### src/mck_pkg.sv
// shared types, codes and the character pattern table of the morse keyer
package mck_pkg;

	localparam int TABLE_ENTRIES = 36;
	localparam int MAX_ELEMENTS  = 5;
	localparam int TICK_W        = 16;
	localparam int IDX_W         = $clog2(TABLE_ENTRIES);
	localparam int CNT_W         = $clog2(MAX_ELEMENTS + 1);
	localparam int CFG_IDX_W     = 3;

	typedef enum logic [1:0] {
		KIND_CHAR = 2'd0,
		KIND_WORD = 2'd1,
		KIND_TICK = 2'd2
	} kind_t;

	typedef enum logic [CFG_IDX_W-1:0] {
		REG_DOT        = 3'd0,
		REG_DASH       = 3'd1,
		REG_ELEM_GAP   = 3'd2,
		REG_LETTER_GAP = 3'd3,
		REG_WORD_GAP   = 3'd4
	} reg_idx_t;

	localparam logic [TICK_W-1:0] DOT_RST        = 16'd200;
	localparam logic [TICK_W-1:0] DASH_RST       = 16'd600;
	localparam logic [TICK_W-1:0] ELEM_GAP_RST   = 16'd200;
	localparam logic [TICK_W-1:0] LETTER_GAP_RST = 16'd600;
	localparam logic [TICK_W-1:0] WORD_GAP_RST   = 16'd1400;

	typedef enum logic [4:0] {
		PH_IDLE       = 5'b00001,
		PH_MARK       = 5'b00010,
		PH_ELEM_GAP   = 5'b00100,
		PH_LETTER_GAP = 5'b01000,
		PH_WORD_GAP   = 5'b10000
	} phase_t;

	typedef struct packed {
		logic [TICK_W-1:0] dot;
		logic [TICK_W-1:0] dash;
		logic [TICK_W-1:0] elem_gap;
		logic [TICK_W-1:0] letter_gap;
		logic [TICK_W-1:0] word_gap;
	} cfg_t;

	// bit n set means element n is a dash, element 0 is sent first
	typedef struct packed {
		logic [MAX_ELEMENTS-1:0] bits;
		logic [CNT_W-1:0]        count;
	} pattern_t;

	typedef struct packed {
		logic pin_level;
		logic busy;
		logic accepted;
		logic bad_char;
	} result_t;

	localparam pattern_t CODE_TABLE [TABLE_ENTRIES] = '{
		'{5'd2,  3'd2}, '{5'd1,  3'd4}, '{5'd5,  3'd4}, '{5'd1,  3'd3}, // A B C D
		'{5'd0,  3'd1}, '{5'd4,  3'd4}, '{5'd3,  3'd3}, '{5'd0,  3'd4}, // E F G H
		'{5'd0,  3'd2}, '{5'd14, 3'd4}, '{5'd5,  3'd3}, '{5'd2,  3'd4}, // I J K L
		'{5'd3,  3'd2}, '{5'd1,  3'd2}, '{5'd7,  3'd3}, '{5'd6,  3'd4}, // M N O P
		'{5'd11, 3'd4}, '{5'd2,  3'd3}, '{5'd0,  3'd3}, '{5'd1,  3'd1}, // Q R S T
		'{5'd4,  3'd3}, '{5'd8,  3'd4}, '{5'd6,  3'd3}, '{5'd9,  3'd4}, // U V W X
		'{5'd13, 3'd4}, '{5'd3,  3'd4},                                 // Y Z
		'{5'd30, 3'd5}, '{5'd28, 3'd5}, '{5'd24, 3'd5}, '{5'd16, 3'd5}, // 1 2 3 4
		'{5'd0,  3'd5}, '{5'd1,  3'd5}, '{5'd3,  3'd5}, '{5'd7,  3'd5}, // 5 6 7 8
		'{5'd15, 3'd5}, '{5'd31, 3'd5}                                  // 9 0
	};

endpackage

### src/mck_lookup.sv
// ascii code to morse pattern lookup
module mck_lookup (
	input  logic [7:0]        char_code,
	output logic              hit,
	output mck_pkg::pattern_t pattern
);

	logic [mck_pkg::IDX_W-1:0] idx;

	always_comb begin
		hit = 1'b1;
		idx = '0;
		if (char_code inside {[8'h41:8'h5A]}) begin
			// letters A to Z
			idx = mck_pkg::IDX_W'(char_code - 8'h41);
		end else if (char_code inside {[8'h31:8'h39]}) begin
			// digits 1 to 9 follow the letters
			idx = mck_pkg::IDX_W'(char_code - 8'h31 + 8'd26);
		end else if (char_code == 8'h30) begin
			idx = mck_pkg::IDX_W'(mck_pkg::TABLE_ENTRIES - 1);
		end else begin
			hit = 1'b0;
		end
		pattern = mck_pkg::CODE_TABLE[idx];
	end

endmodule

### src/mck_core.sv
// keyer timing state and the per-item update
module mck_core (
	input  logic                clk,
	input  logic                arst_n,
	input  logic                adv,
	input  logic [1:0]          kind,
	input  logic [7:0]          char_code,
	input  mck_pkg::cfg_t       cfg,
	output mck_pkg::result_t    res
);

	mck_pkg::phase_t                 phase_q, phase_d;
	logic [mck_pkg::TICK_W-1:0]      ticks_q, ticks_d;
	logic [mck_pkg::MAX_ELEMENTS-1:0] pattern_q, pattern_d;
	logic [mck_pkg::CNT_W-1:0]       elements_q, elements_d;
	logic                            key_q, key_d;

	logic                            hit;
	mck_pkg::pattern_t               pat;
	logic                            idle;
	logic                            acc;
	logic                            bad;
	logic [mck_pkg::MAX_ELEMENTS-1:0] src_bits;
	logic [mck_pkg::CNT_W-1:0]       src_count;

	mck_lookup u_lookup (
		.char_code (char_code),
		.hit       (hit),
		.pattern   (pat)
	);

	assign idle = (phase_q == mck_pkg::PH_IDLE);

	// pattern source for the next element: fresh table entry when idle
	assign src_bits  = idle ? pat.bits  : pattern_q;
	assign src_count = idle ? pat.count : elements_q;

	always_comb begin
		phase_d    = phase_q;
		ticks_d    = ticks_q;
		pattern_d  = pattern_q;
		elements_d = elements_q;
		key_d      = key_q;
		acc        = 1'b0;
		bad        = 1'b0;
		case (kind)
			mck_pkg::KIND_CHAR: begin
				if (!hit) begin
					bad = 1'b1;
				end else if (idle) begin
					acc        = 1'b1;
					key_d      = 1'b0;
					ticks_d    = pat.bits[0] ? cfg.dash : cfg.dot;
					pattern_d  = src_bits >> 1;
					elements_d = src_count - 1'b1;
					phase_d    = mck_pkg::PH_MARK;
				end
			end
			mck_pkg::KIND_WORD: begin
				if (idle) begin
					acc     = 1'b1;
					key_d   = 1'b1;
					ticks_d = cfg.word_gap;
					phase_d = mck_pkg::PH_WORD_GAP;
				end
			end
			mck_pkg::KIND_TICK: begin
				if (!idle) begin
					// a count of zero or one ends the phase on this tick
					if (ticks_q[mck_pkg::TICK_W-1:1] == '0) begin
						if (phase_q == mck_pkg::PH_MARK) begin
							key_d   = 1'b1;
							ticks_d = cfg.elem_gap;
							phase_d = mck_pkg::PH_ELEM_GAP;
						end else if (phase_q == mck_pkg::PH_ELEM_GAP
							&& elements_q != '0) begin
							key_d      = 1'b0;
							ticks_d    = pattern_q[0] ? cfg.dash : cfg.dot;
							pattern_d  = src_bits >> 1;
							elements_d = src_count - 1'b1;
							phase_d    = mck_pkg::PH_MARK;
						end else if (phase_q == mck_pkg::PH_ELEM_GAP) begin
							key_d   = 1'b1;
							ticks_d = cfg.letter_gap;
							phase_d = mck_pkg::PH_LETTER_GAP;
						end else begin
							key_d   = 1'b1;
							ticks_d = '0;
							phase_d = mck_pkg::PH_IDLE;
						end
					end else begin
						ticks_d = ticks_q - 1'b1;
					end
				end
			end
			default: begin
			end
		endcase
	end

	always_comb begin
		res.pin_level = key_d;
		res.busy      = (phase_d != mck_pkg::PH_IDLE);
		res.accepted  = acc;
		res.bad_char  = bad;
	end

	always_ff @(posedge clk or negedge arst_n) begin
		if (!arst_n) begin
			phase_q    <= mck_pkg::PH_IDLE;
			ticks_q    <= '0;
			pattern_q  <= '0;
			elements_q <= '0;
			key_q      <= 1'b1;
		end else if (adv) begin
			phase_q    <= phase_d;
			ticks_q    <= ticks_d;
			pattern_q  <= pattern_d;
			elements_q <= elements_d;
			key_q      <= key_d;
		end
	end

	a_idle_key_off: assert property (@(posedge clk) disable iff (!arst_n)
		phase_q == mck_pkg::PH_IDLE |-> key_q)
		else $error("key on while idle");

	a_key_on_mark: assert property (@(posedge clk) disable iff (!arst_n)
		!key_q |-> phase_q == mck_pkg::PH_MARK)
		else $error("key on outside a mark");

	a_elem_bound: assert property (@(posedge clk) disable iff (!arst_n)
		elements_q <= mck_pkg::CNT_W'(mck_pkg::MAX_ELEMENTS - 1))
		else $error("element count out of range");

	a_acc_busy: assert property (@(posedge clk) disable iff (!arst_n)
		adv && acc |=> phase_q != mck_pkg::PH_IDLE)
		else $error("accepted request left block idle");

	a_bad_hold: assert property (@(posedge clk) disable iff (!arst_n)
		adv && bad |=> $stable(phase_q) && $stable(ticks_q) && $stable(key_q))
		else $error("bad character changed state");

endmodule

### src/morse_code_keyer.sv
// morse keyer top: input register, config registers, result register
//
//  channel  | handshake              | payload
//  ---------+------------------------+---------------------------------------
//  in       | in_valid / in_ready    | kind, char_code
//  out      | out_valid / out_ready  | pin_level, busy_res, accepted, bad_char
//  cfg      | cfg_we                 | cfg_index, cfg_data
//
// one item per cycle while the output is not stalled; a result passes through
// the input register, then the timing update into the result register
// the timing state advances when an item moves from the input register
// into the result register, so a stalled output holds the state
// reset clears the timing state to idle, key off, and the timing registers
// to their defaults
module morse_code_keyer (
	input  logic        clk,
	input  logic        arst_n,
	input  logic        in_valid,
	output logic        in_ready,
	input  logic [1:0]  kind,
	input  logic [7:0]  char_code,
	output logic        out_valid,
	input  logic        out_ready,
	output logic        pin_level,
	output logic        busy_res,
	output logic        accepted,
	output logic        bad_char,
	input  logic        cfg_we,
	input  logic [2:0]  cfg_index,
	input  logic [15:0] cfg_data
);

	logic                vld_s1;
	logic [1:0]          kind_s1;
	logic [7:0]          char_s1;
	logic                vld_s2;
	mck_pkg::result_t    res_s2;
	mck_pkg::result_t    res;
	mck_pkg::cfg_t       cfg_q;
	logic                adv;

	assign adv      = vld_s1 && (!vld_s2 || out_ready);
	assign in_ready = !vld_s1 || adv;

	always_ff @(posedge clk or negedge arst_n) begin
		if (!arst_n) begin
			vld_s1 <= 1'b0;
		end else if (in_ready) begin
			vld_s1 <= in_valid;
		end
	end

	always_ff @(posedge clk) begin
		if (in_ready && in_valid) begin
			kind_s1 <= kind;
			char_s1 <= char_code;
		end
	end

	always_ff @(posedge clk or negedge arst_n) begin
		if (!arst_n) begin
			cfg_q.dot        <= mck_pkg::DOT_RST;
			cfg_q.dash       <= mck_pkg::DASH_RST;
			cfg_q.elem_gap   <= mck_pkg::ELEM_GAP_RST;
			cfg_q.letter_gap <= mck_pkg::LETTER_GAP_RST;
			cfg_q.word_gap   <= mck_pkg::WORD_GAP_RST;
		end else if (cfg_we) begin
			case (cfg_index)
				mck_pkg::REG_DOT:        cfg_q.dot        <= cfg_data;
				mck_pkg::REG_DASH:       cfg_q.dash       <= cfg_data;
				mck_pkg::REG_ELEM_GAP:   cfg_q.elem_gap   <= cfg_data;
				mck_pkg::REG_LETTER_GAP: cfg_q.letter_gap <= cfg_data;
				mck_pkg::REG_WORD_GAP:   cfg_q.word_gap   <= cfg_data;
				default: begin
				end
			endcase
		end
	end

	mck_core u_core (
		.clk       (clk),
		.arst_n    (arst_n),
		.adv       (adv),
		.kind      (kind_s1),
		.char_code (char_s1),
		.cfg       (cfg_q),
		.res       (res)
	);

	always_ff @(posedge clk or negedge arst_n) begin
		if (!arst_n) begin
			vld_s2 <= 1'b0;
		end else if (adv) begin
			vld_s2 <= 1'b1;
		end else if (out_ready) begin
			vld_s2 <= 1'b0;
		end
	end

	always_ff @(posedge clk) begin
		if (adv) begin
			res_s2 <= res;
		end
	end

	assign out_valid = vld_s2;
	assign pin_level = res_s2.pin_level;
	assign busy_res  = res_s2.busy;
	assign accepted  = res_s2.accepted;
	assign bad_char  = res_s2.bad_char;

endmodule
### config.mk
export PLATFORM = sky130hd
export DESIGN_NAME = morse_code_keyer
export DESIGN_NICKNAME = d
export VERILOG_FILES = /design/src/mck_pkg.sv /design/src/mck_lookup.sv /design/src/mck_core.sv /design/src/morse_code_keyer.sv
export SDC_FILE = /design/constraint.sdc
export NUM_CORES = 1
export LEC_CHECK = 0
export BUFFER_PORTS_ARGS = -buffer_cell sky130_fd_sc_hd__buf_2
export CAP_MARGIN = 20
export CELL_PAD_IN_SITES_DETAIL_PLACEMENT = 0
export CELL_PAD_IN_SITES_GLOBAL_PLACEMENT = 2
export CORE_MARGIN = 2
export CORE_UTILIZATION = 37
export CTS_CLUSTER_DIAMETER = 150
export DETAILED_ROUTE_END_ITERATION = 16
export PLACE_DENSITY = 0.87
export SLEW_MARGIN = 20
export SYNTH_ARGS = -nofsm -noshare
export SYNTH_HDL_FRONTEND = slang
export SYNTH_SLANG_ARGS = --single-unit
### constraint.sdc
create_clock -name clk -period 4 [get_ports clk]
set_clock_uncertainty 0.2 [all_clocks]
set_input_delay 0.2 -clock clk [delete_from_list [all_inputs] [get_ports clk]]
set_output_delay 0.2 -clock clk [all_outputs]
set_load 0.01 [all_outputs]
==> results of run 1 <==
-- power by group through the flow --
stage | sequential [W] | clock, W | combinational (W)
5_1_grt | 0.00197 | 0.00162 | 0.00126
6_report | 0.00191 | 0.00154 | 0.00113
2_1_floorplan | 0.00183 | 0 | 0.000837
4_1_cts | 0.00191 | 0.00156 | 0.00112
3_5_place_dp | 0.00193 | 0 | 0.00109
3_3_place_gp | 0.00193 | 0 | 0.00108
-- final timing paths --
path | slack, ns | cells past startpoint | endpoint | startpoint
max | 0.18 | 14 | u_core.ticks_q[6]$_DFFE_PN0P_ | char_s1[0]$_DFFE_PP_
min in group clk | 0.28 | 2 | char_s1[4]$_DFFE_PP_ | char_code[4]
max in group asynchronous | 2.41 | 3 | cfg_q[6]$_DFFE_PN1P_ | arst_n
min | 0.26 | 2 | out_valid$_DFFE_PN0P_ | arst_n
max reg2reg | 0.18 | 14 | u_core.ticks_q[6]$_DFFE_PN0P_ | char_s1[0]$_DFFE_PP_
min reg2reg | 0.29 | 2 | u_core.pattern_q[3]$_DFFE_PN0P_ | u_core.pattern_q[3]$_DFFE_PN0P_
-- cell families after synthesis --
group | Yosys count | synth area share
simple gates | 205 | 0.143
xor+xnor | 11 | 0.0128
flops | 125 | 0.429
buf+inv | 64 | 0.0397
compound gates | 191 | 0.179
mux | 114 | 0.165
fa+ha+maj | 19 | 0.0316
-- cell usage in the layout (no fill, tap or decap), types with 22 or more instances in the layout --
cell           synthesis  final
a21oi_1               54     54
dfrtp_1               89     89
mux2_2                83     83
buf_2                  5     38
nand3_1               24     24
mux2i_1               31     31
buf_4                  2     45
o21ai_0               36     35
dfstp_2               22     22
nor2_1                54     54
dlygate4sd3_1          0     30
nand2_1               58     58
-- registers in the layout, indices dropped and copies added (netlist names), 2 cells and up --
register and cells:
cfg_q 80, u_core.ticks_q 16, char_s1 8, u_core.phase_q 5, u_core.pattern_q 4, u_core.elements_q 3, kind_s1 2
-- metal layers --
layer / GRT usage / wire length (um) / up-vias
met1: 0.272 / 9850 / 3060
met4: 0.0549 / 282 / 0
met2: 0.312 / 9620 / 126
met3: 0.0341 / 641 / 23
li1: - / - / 2901
met5: 0 / 0 / -
-- per-stage QoR --
step / hold slack (ns) / total power, W / utilization
2_1_floorplan: -0.296 / 0.00267 / -
3_3_place_gp: 0.177 / 0.00301 / 0.407
3_5_place_dp: 0.178 / 0.00302 / 0.407
4_1_cts: 0.272 / 0.00460 / 0.451
5_1_grt: 0.289 / 0.00484 / 0.453
6_report: 0.258 / 0.00458 / 0.453
-- cell type report --
type / count / area (sq um)
well taps: 270 / 338
flip-flops and latches: 125 / 3230
clock inverters: 13 / 126
repair buffers: 113 / 828
multi-input cells: 540 / 4070
fillers: 1908 / 11000
clock buffers: 19 / 453
inverters: 20 / 75.1
-- cells in the mapped netlist, types with 4 or more instances --
cell type  count  area [sq um]
a221oi_1       5          43.8
a21o_1         4          30.0
mux2_2        83           935
nand2b_1       6          37.5
o21ai_0       36           180
nor3_1        19          95.1
clkbuf_1      30           113
buf_6          6          67.6
inv_1         18          67.6
nand2_1       58           218
dfstp_2       22           578
ha_1          19           238
a211oi_1      16           120
nand3_1       24           120
edfxtp_1      14           420
o2111ai_1      7          61.3
dfrtp_1       89          2230
o211ai_1       7          52.6
a21oi_1       54           270
a31oi_1        6          37.5
xor2_1         4          35.0
buf_2          5          25.0
mux2i_1       31           310
nor2_1        54           203
xnor2_1        7          61.3
a41o_1         4          40.0
-- repair_timing --
item	CTS	global route
hold buffers	30	0
setup buffers	0	4
endpoints found under the setup margin	0	15
gates resized for setup	0	6
endpoints found under the hold margin	147	0
-- worst max-delay path, stage by stage, from the launching register on --
cell and delay (ns):
edfxtp_1 0.46, inv_1 0.12, ha_1 0.16, or4b_4 0.56, nor2_8 0.18, buf_4 0.14, o32a_1 0.15, inv_1 0.08
ha_1 0.30, inv_1 0.10, o211a_1 0.18, a32oi_2 0.08, a21oi_4 0.63, mux2i_1 0.28, a21oi_1 0.09
==> impl_results.md, run 1 <==
- Outcome: completed
- Fin cells: 1100
- Ys flop type: dfrtp_1
- GRT Overall Usage: 0.195
- I/O pins: 40
- Via count: roughly 6100
- Tcrit/Tclk final: 0.956
- DIE HEIGHT: about 150 um
- Switching Share: 0.332
- Post-DR vias/cell: approximately 5.6
- First-pass GRT wire length: roughly 33 mm
- GP Congestion: approximately 0.85
- Fin. Hold Viols: 0
- FF+latch count, synth: roughly 130
- Max-slew violations: 0
- Fmax achieved: about 260 MHz
- Leak: between 3 and 4 nW
- Internal power: around 0.0031 W
- HPWL after DPL: 13.5 mm
- Initial DRC count: 314
- FP Rows: 52
- Maximum VDD drop: around 0.00029 V
- Antenna Cells: 0
- Layout area overhead: 21.2%
- Critical Path End Type: flip-flop
- Req. time, crit path: between 4 and 5 ns
- Vias in the first global route: slightly above 6000
- Switching pwr: around 0.0015 W
- CP Launch Type: flip-flop
- Syn Nets: ~780
- DRC viols: 0
- Clock network power share: 0.336
- Min cycle time layout: ~3.8 ns
- Die X: ~150 um
- Mapped Area: roughly 7500 sq um
- Max-cap violations: 0
- Sequential area share after synthesis: 0.429
- Worst path arrival time: 3.93 ns
- Core region area: approximately 20000 sq um
- Largest net degree at the start of global routing: just over 70
- Clock Tree Buf Depth: 2
- Crit Path Category: reg -> reg
- Setup_tns: 0 ns
- Cell count after placement: 1034
- Final WL: slightly above 20 mm
- FFs w/ async S/R, synth: 0.888
- Routed Antenna Nets: 0
- Clock slew at reported path FFs: ~0.060 ns
- CP max FO: 15
- Power Density: between 500 and 600 nW/um^2
- CTS tree: built
- DR WL/cell: between 15 and 20 um
- Pre-Repair DR Iteration Count: 5
- Design area: roughly 9100 sq um
- Pre-CTS setup slack: roughly 0.038 ns
- Syn Area/Cell: between 10 and 15 sq um
- Total CTS buffers: 17
- Sequential share of power: 0.418
- Placed inst area: between 8000 and 9000 sq um
- Setup ws final: 0.176 ns
- Synth Instances: 729
- Antenna violations before repair: 0
- Yosys warning count: 0
- Ratio of cells with drive above 1 in the final layout: 0.306
- Final #Nets: 870
- Clock Sinks: 125
- Area of the die: roughly 21000 sq um
- Final setup fails: 0
- Worst skew pair latency: ~0.43 ns
- Total grt overflow: 0
- Yosys cell types: 89
- Logic pwr share: 0.246
- Slew HR: 0.353
- Hold crit path type: in -> async
- Slew @ Worst Pin: a little under 1 ns
- EDFF count, synth: 14
- Initial Util: 0.374
- Port Buffers: 39
- H-tree depth: 4
- Clock root cell: clkbuf_16
(Power assumes the default switching activity.)
==> run 2: changes to the inputs <==
--- a/config.mk
+++ b/config.mk
@@ -9,12 +9,15 @@
 export CAP_MARGIN = 20
 export CELL_PAD_IN_SITES_DETAIL_PLACEMENT = 0
 export CELL_PAD_IN_SITES_GLOBAL_PLACEMENT = 2
+export CORE_ASPECT_RATIO = 0.6
 export CORE_MARGIN = 2
 export CORE_UTILIZATION = 37
 export CTS_CLUSTER_DIAMETER = 150
 export DETAILED_ROUTE_END_ITERATION = 16
+export MAX_ROUTING_LAYER = met4
 export PLACE_DENSITY = 0.87
 export SLEW_MARGIN = 20
 export SYNTH_ARGS = -nofsm -noshare
 export SYNTH_HDL_FRONTEND = slang
 export SYNTH_SLANG_ARGS = --single-unit
+export TNS_END_PERCENT = 30
==> run 2 against run 1 <==
Combinational power increased by 4%; first-iteration DRC count increased by 61%; cell area fell by 0.26%; routed wire length grew 8.8%; final cell count fell by 0.64%; count of clock-buffer cells in the layout shrank 1; critical path type unchanged; die area up 0.17%; clock power is 6% higher; power is 3.6% higher; hold slack got worse by 0.098 ns; fmax fell by 0.24%; sequential power is essentially flat.
==> impl_results.md, run 2 (synthesis results as in run 1) <==
- Maximum VDD drop: 0.000325 V (+13%)
- CP max FO: 15 (unchanged)
- Worst skew pair latency: 0.43 ns (about the same)
- Max-cap violations: 0 (unchanged)
- Antenna violations before repair: 0 (unchanged)
- Largest regs: cfg_q (80), u_core.ticks_q (16), char_s1 (8)
- Final setup fails: 0 (unchanged)
- Largest net degree at the start of global routing: 53 (-26%)
- Via count: 6241 (+2.1%)
- Slew HR: 0.395 (+0.0422)
- Slowest cell on crit path: a21oi_4
- Total grt overflow: 0 (unchanged)
- Fin. Hold Viols: 0 (unchanged)
- Power Density: 521 nW/um^2 (+3.8%)
- R2R setup slack: 0.17 ns (about the same)
- Hold crit path type: in -> async
- DR WL/cell: 20.3 um (+9.5%)
- Fin cells: 1093 (-0.64%)
- CTS tree: built
- Total CTS buffers: 17 (unchanged)
- Tcrit/Tclk final: 0.958 (+0.00228)
- Layout area overhead: 20.8%
- I/O pins: 40 (unchanged)
- DRC viols: 0 (unchanged)
- CP Launch Type: flip-flop
- CP delay by family, top: compound AO/OA/AOI/OAI gates
- Pre-Repair DR Iteration Count: 6 (+1)
- Initial DRC count: 504 (+61%)
- FP Rows: 40 (-23%)
- Reg2reg end: u_core.ticks_q[13]$_DFFE_PN0P_
- Clock Sinks: 125 (unchanged)
- Port Buffers: 39 (unchanged)
- Core region area: 20000 sq um (-0.67%)
- Max reg flops: 80 (unchanged)
- Antenna Cells: 0 (unchanged)
- Slew @ Worst Pin: 0.902 ns (-0.0687 ns)
- Final core utilization: 0.455 (+0.00188)
- Worst path max stage delay: 0.63 ns (about the same)
- Most frequent cells in the layout: dfrtp_1, mux2_2, nand2_1
- R2R cell count: 13 (-1)
- Largest Register: cfg_q
- Worst reg2reg startpoint: char_s1[0]$_DFFE_PP_
- Final WL: 22.2 mm (+8.8%)
- HPWL after DPL: 15.4 mm (+14%)
- Critical Path End Type: flip-flop
- Worst path arrival time: 3.91 ns (-0.02 ns)
- Fmax achieved: 261 MHz (-0.24%)
- Unrepaired setup endpoints after global routing: false
- Final #Nets: 860 (-1.1%)
- Initial Util: 0.377 (+0.00253)
- Clock slew at reported path FFs: 0.06 ns (about the same)
- GRT Overall Usage: 0.221 (+0.0260)
- Routed Antenna Nets: 0 (unchanged)
- First-pass GRT wire length: 35.3 mm (+6.8%)
- Ratio of cells with drive above 1 in the final layout: 0.296 (-0.00968)
- Most common cell after layout, fill and taps aside: dfrtp_1
- Req. time, crit path: 4.08 ns (-0.03 ns)
- Area of the die: 21500 sq um (+0.17%)
- Cell chain of the critical path: inv_1 -> ha_1 -> or4b_4 -> nor2_8 -> o32a_4 -> nand2_4 -> ha_1 -> inv_1 -> o211a_1 -> a32oi_2 -> a21oi_4 -> mux2i_1 -> a21oi_1
- Clock Tree Buf Depth: 2 (unchanged)
- Crit Path Category: reg -> reg
- Post-DR vias/cell: 5.71 (+2.8%)
- Clock root cell: clkbuf_16
- CP Buf/Inv Count: 2 (-2)
- Cell count after placement: 1030 (-0.39%)
- Die X: 188 um (+28%)
- DIE HEIGHT: 114 um (-22%)
- Fill cells: 1861 (-2.5%)
- GP Congestion: 0.895 (+5.5%)
- H-tree depth: 4 (unchanged)
- Leak: 3.65 nW (-0.71%)
- Outcome: completed
- Min cycle time layout: 3.83 ns (+0.00910 ns)
- Max-slew violations: 0 (unchanged)
- Vias in the first global route: 6114 (+1.1%)
==> run 2: how the worst max path moves through the flow <==
stage                               startpoint                          endpoint  slack, ns  cells past startpoint
after detailed placement  char_s1[0]$_DFFE_PP_  u_core.elements_q[2]$_DFFE_PN0P_      -0.04                     15
after floorplan           char_s1[0]$_DFFE_PP_  u_core.elements_q[2]$_DFFE_PN0P_       0.22                     17
final                     char_s1[0]$_DFFE_PP_    u_core.ticks_q[13]$_DFFE_PN0P_       0.17                     13
after global routing      char_s1[0]$_DFFE_PP_  u_core.elements_q[2]$_DFFE_PN0P_      0.002                     16
after CTS                 char_s1[0]$_DFFE_PP_  u_core.elements_q[2]$_DFFE_PN0P_       0.10                     15
after global placement    char_s1[0]$_DFFE_PP_  u_core.elements_q[2]$_DFFE_PN0P_       0.05                     15
==> run 2: worst reg2reg max path, cell delays in order, from the launching register on <==
cell and delay [ns]:
edfxtp_1 0.45, inv_1 0.12, ha_1 0.17, or4b_4 0.55, nor2_8 0.17, o32a_4 0.20
nand2_4 0.09, ha_1 0.35, inv_1 0.10, o211a_1 0.17, a32oi_2 0.08, a21oi_4 0.63
mux2i_1 0.30, a21oi_1 0.09
==> run 2: timing repair <==
action,4_1_cts,5_1_grt
pin swaps,0,1
setup buffers,0,1
resized for setup,1,4
hold buffers,30,0
endpoints found under the setup margin,2,6
endpoints found under the hold margin,135,0
==> run 2: metrics by stage <==
stage / cell area [sq um] / total power, W / setup TNS [ns] / worst slack [ns] / hold slack (ns)
final: 9090 / 0.00474 / 0 / 0.167 / 0.160
after floorplan: 7520 / 0.00267 / 0 / 0.217 / -0.296
after global routing: 9090 / 0.00499 / 0 / 0.00202 / 0.217
after CTS: 9070 / 0.00475 / 0 / 0.101 / 0.187
after detailed placement: 8150 / 0.00307 / -0.0422 / -0.0359 / 0.102
after global placement: 8150 / 0.00302 / 0 / 0.0533 / 0.0820
==> run 2: metal layers <==
| metal | GRT usage | vias up | part of all wire |
|---|---|---|---|
| met5 | - | - | 0 |
| met4 | 0.0614 | 0 | 0.010 |
| met3 | 0.0619 | 26 | 0.093 |
| met2 | 0.290 | 246 | 0.40 |
| met1 | 0.326 | 3087 | 0.50 |
| li1 | - | 2882 | - |
==> run 2: where the power goes <==
| part | total [W] | switching (W) | internal (W) | leakage [nW] |
|---|---|---|---|---|
| clock | 0.00164 | 0.000632 | 0.00101 | 0.302 |
| sequential | 0.00193 | 0.000310 | 0.00162 | 1.45 |
| combinational | 0.00117 | 0.000639 | 0.000530 | 1.90 |
| total | 0.00474 | 0.00158 | 0.00316 | 3.65 |
==> run 2: final cells by class <==
type | count | area (sq um) | share of cell area
well taps | 273 | 342 | 0.0376
repair buffers | 103 | 766 | 0.0842
clock buffers | 18 | 439 | 0.0483
multi-input cells | 540 | 4060 | 0.447
flip-flops and latches | 125 | 3230 | 0.355
inverters | 20 | 75.1 | 0.00826
clock inverters | 14 | 181 | 0.0200
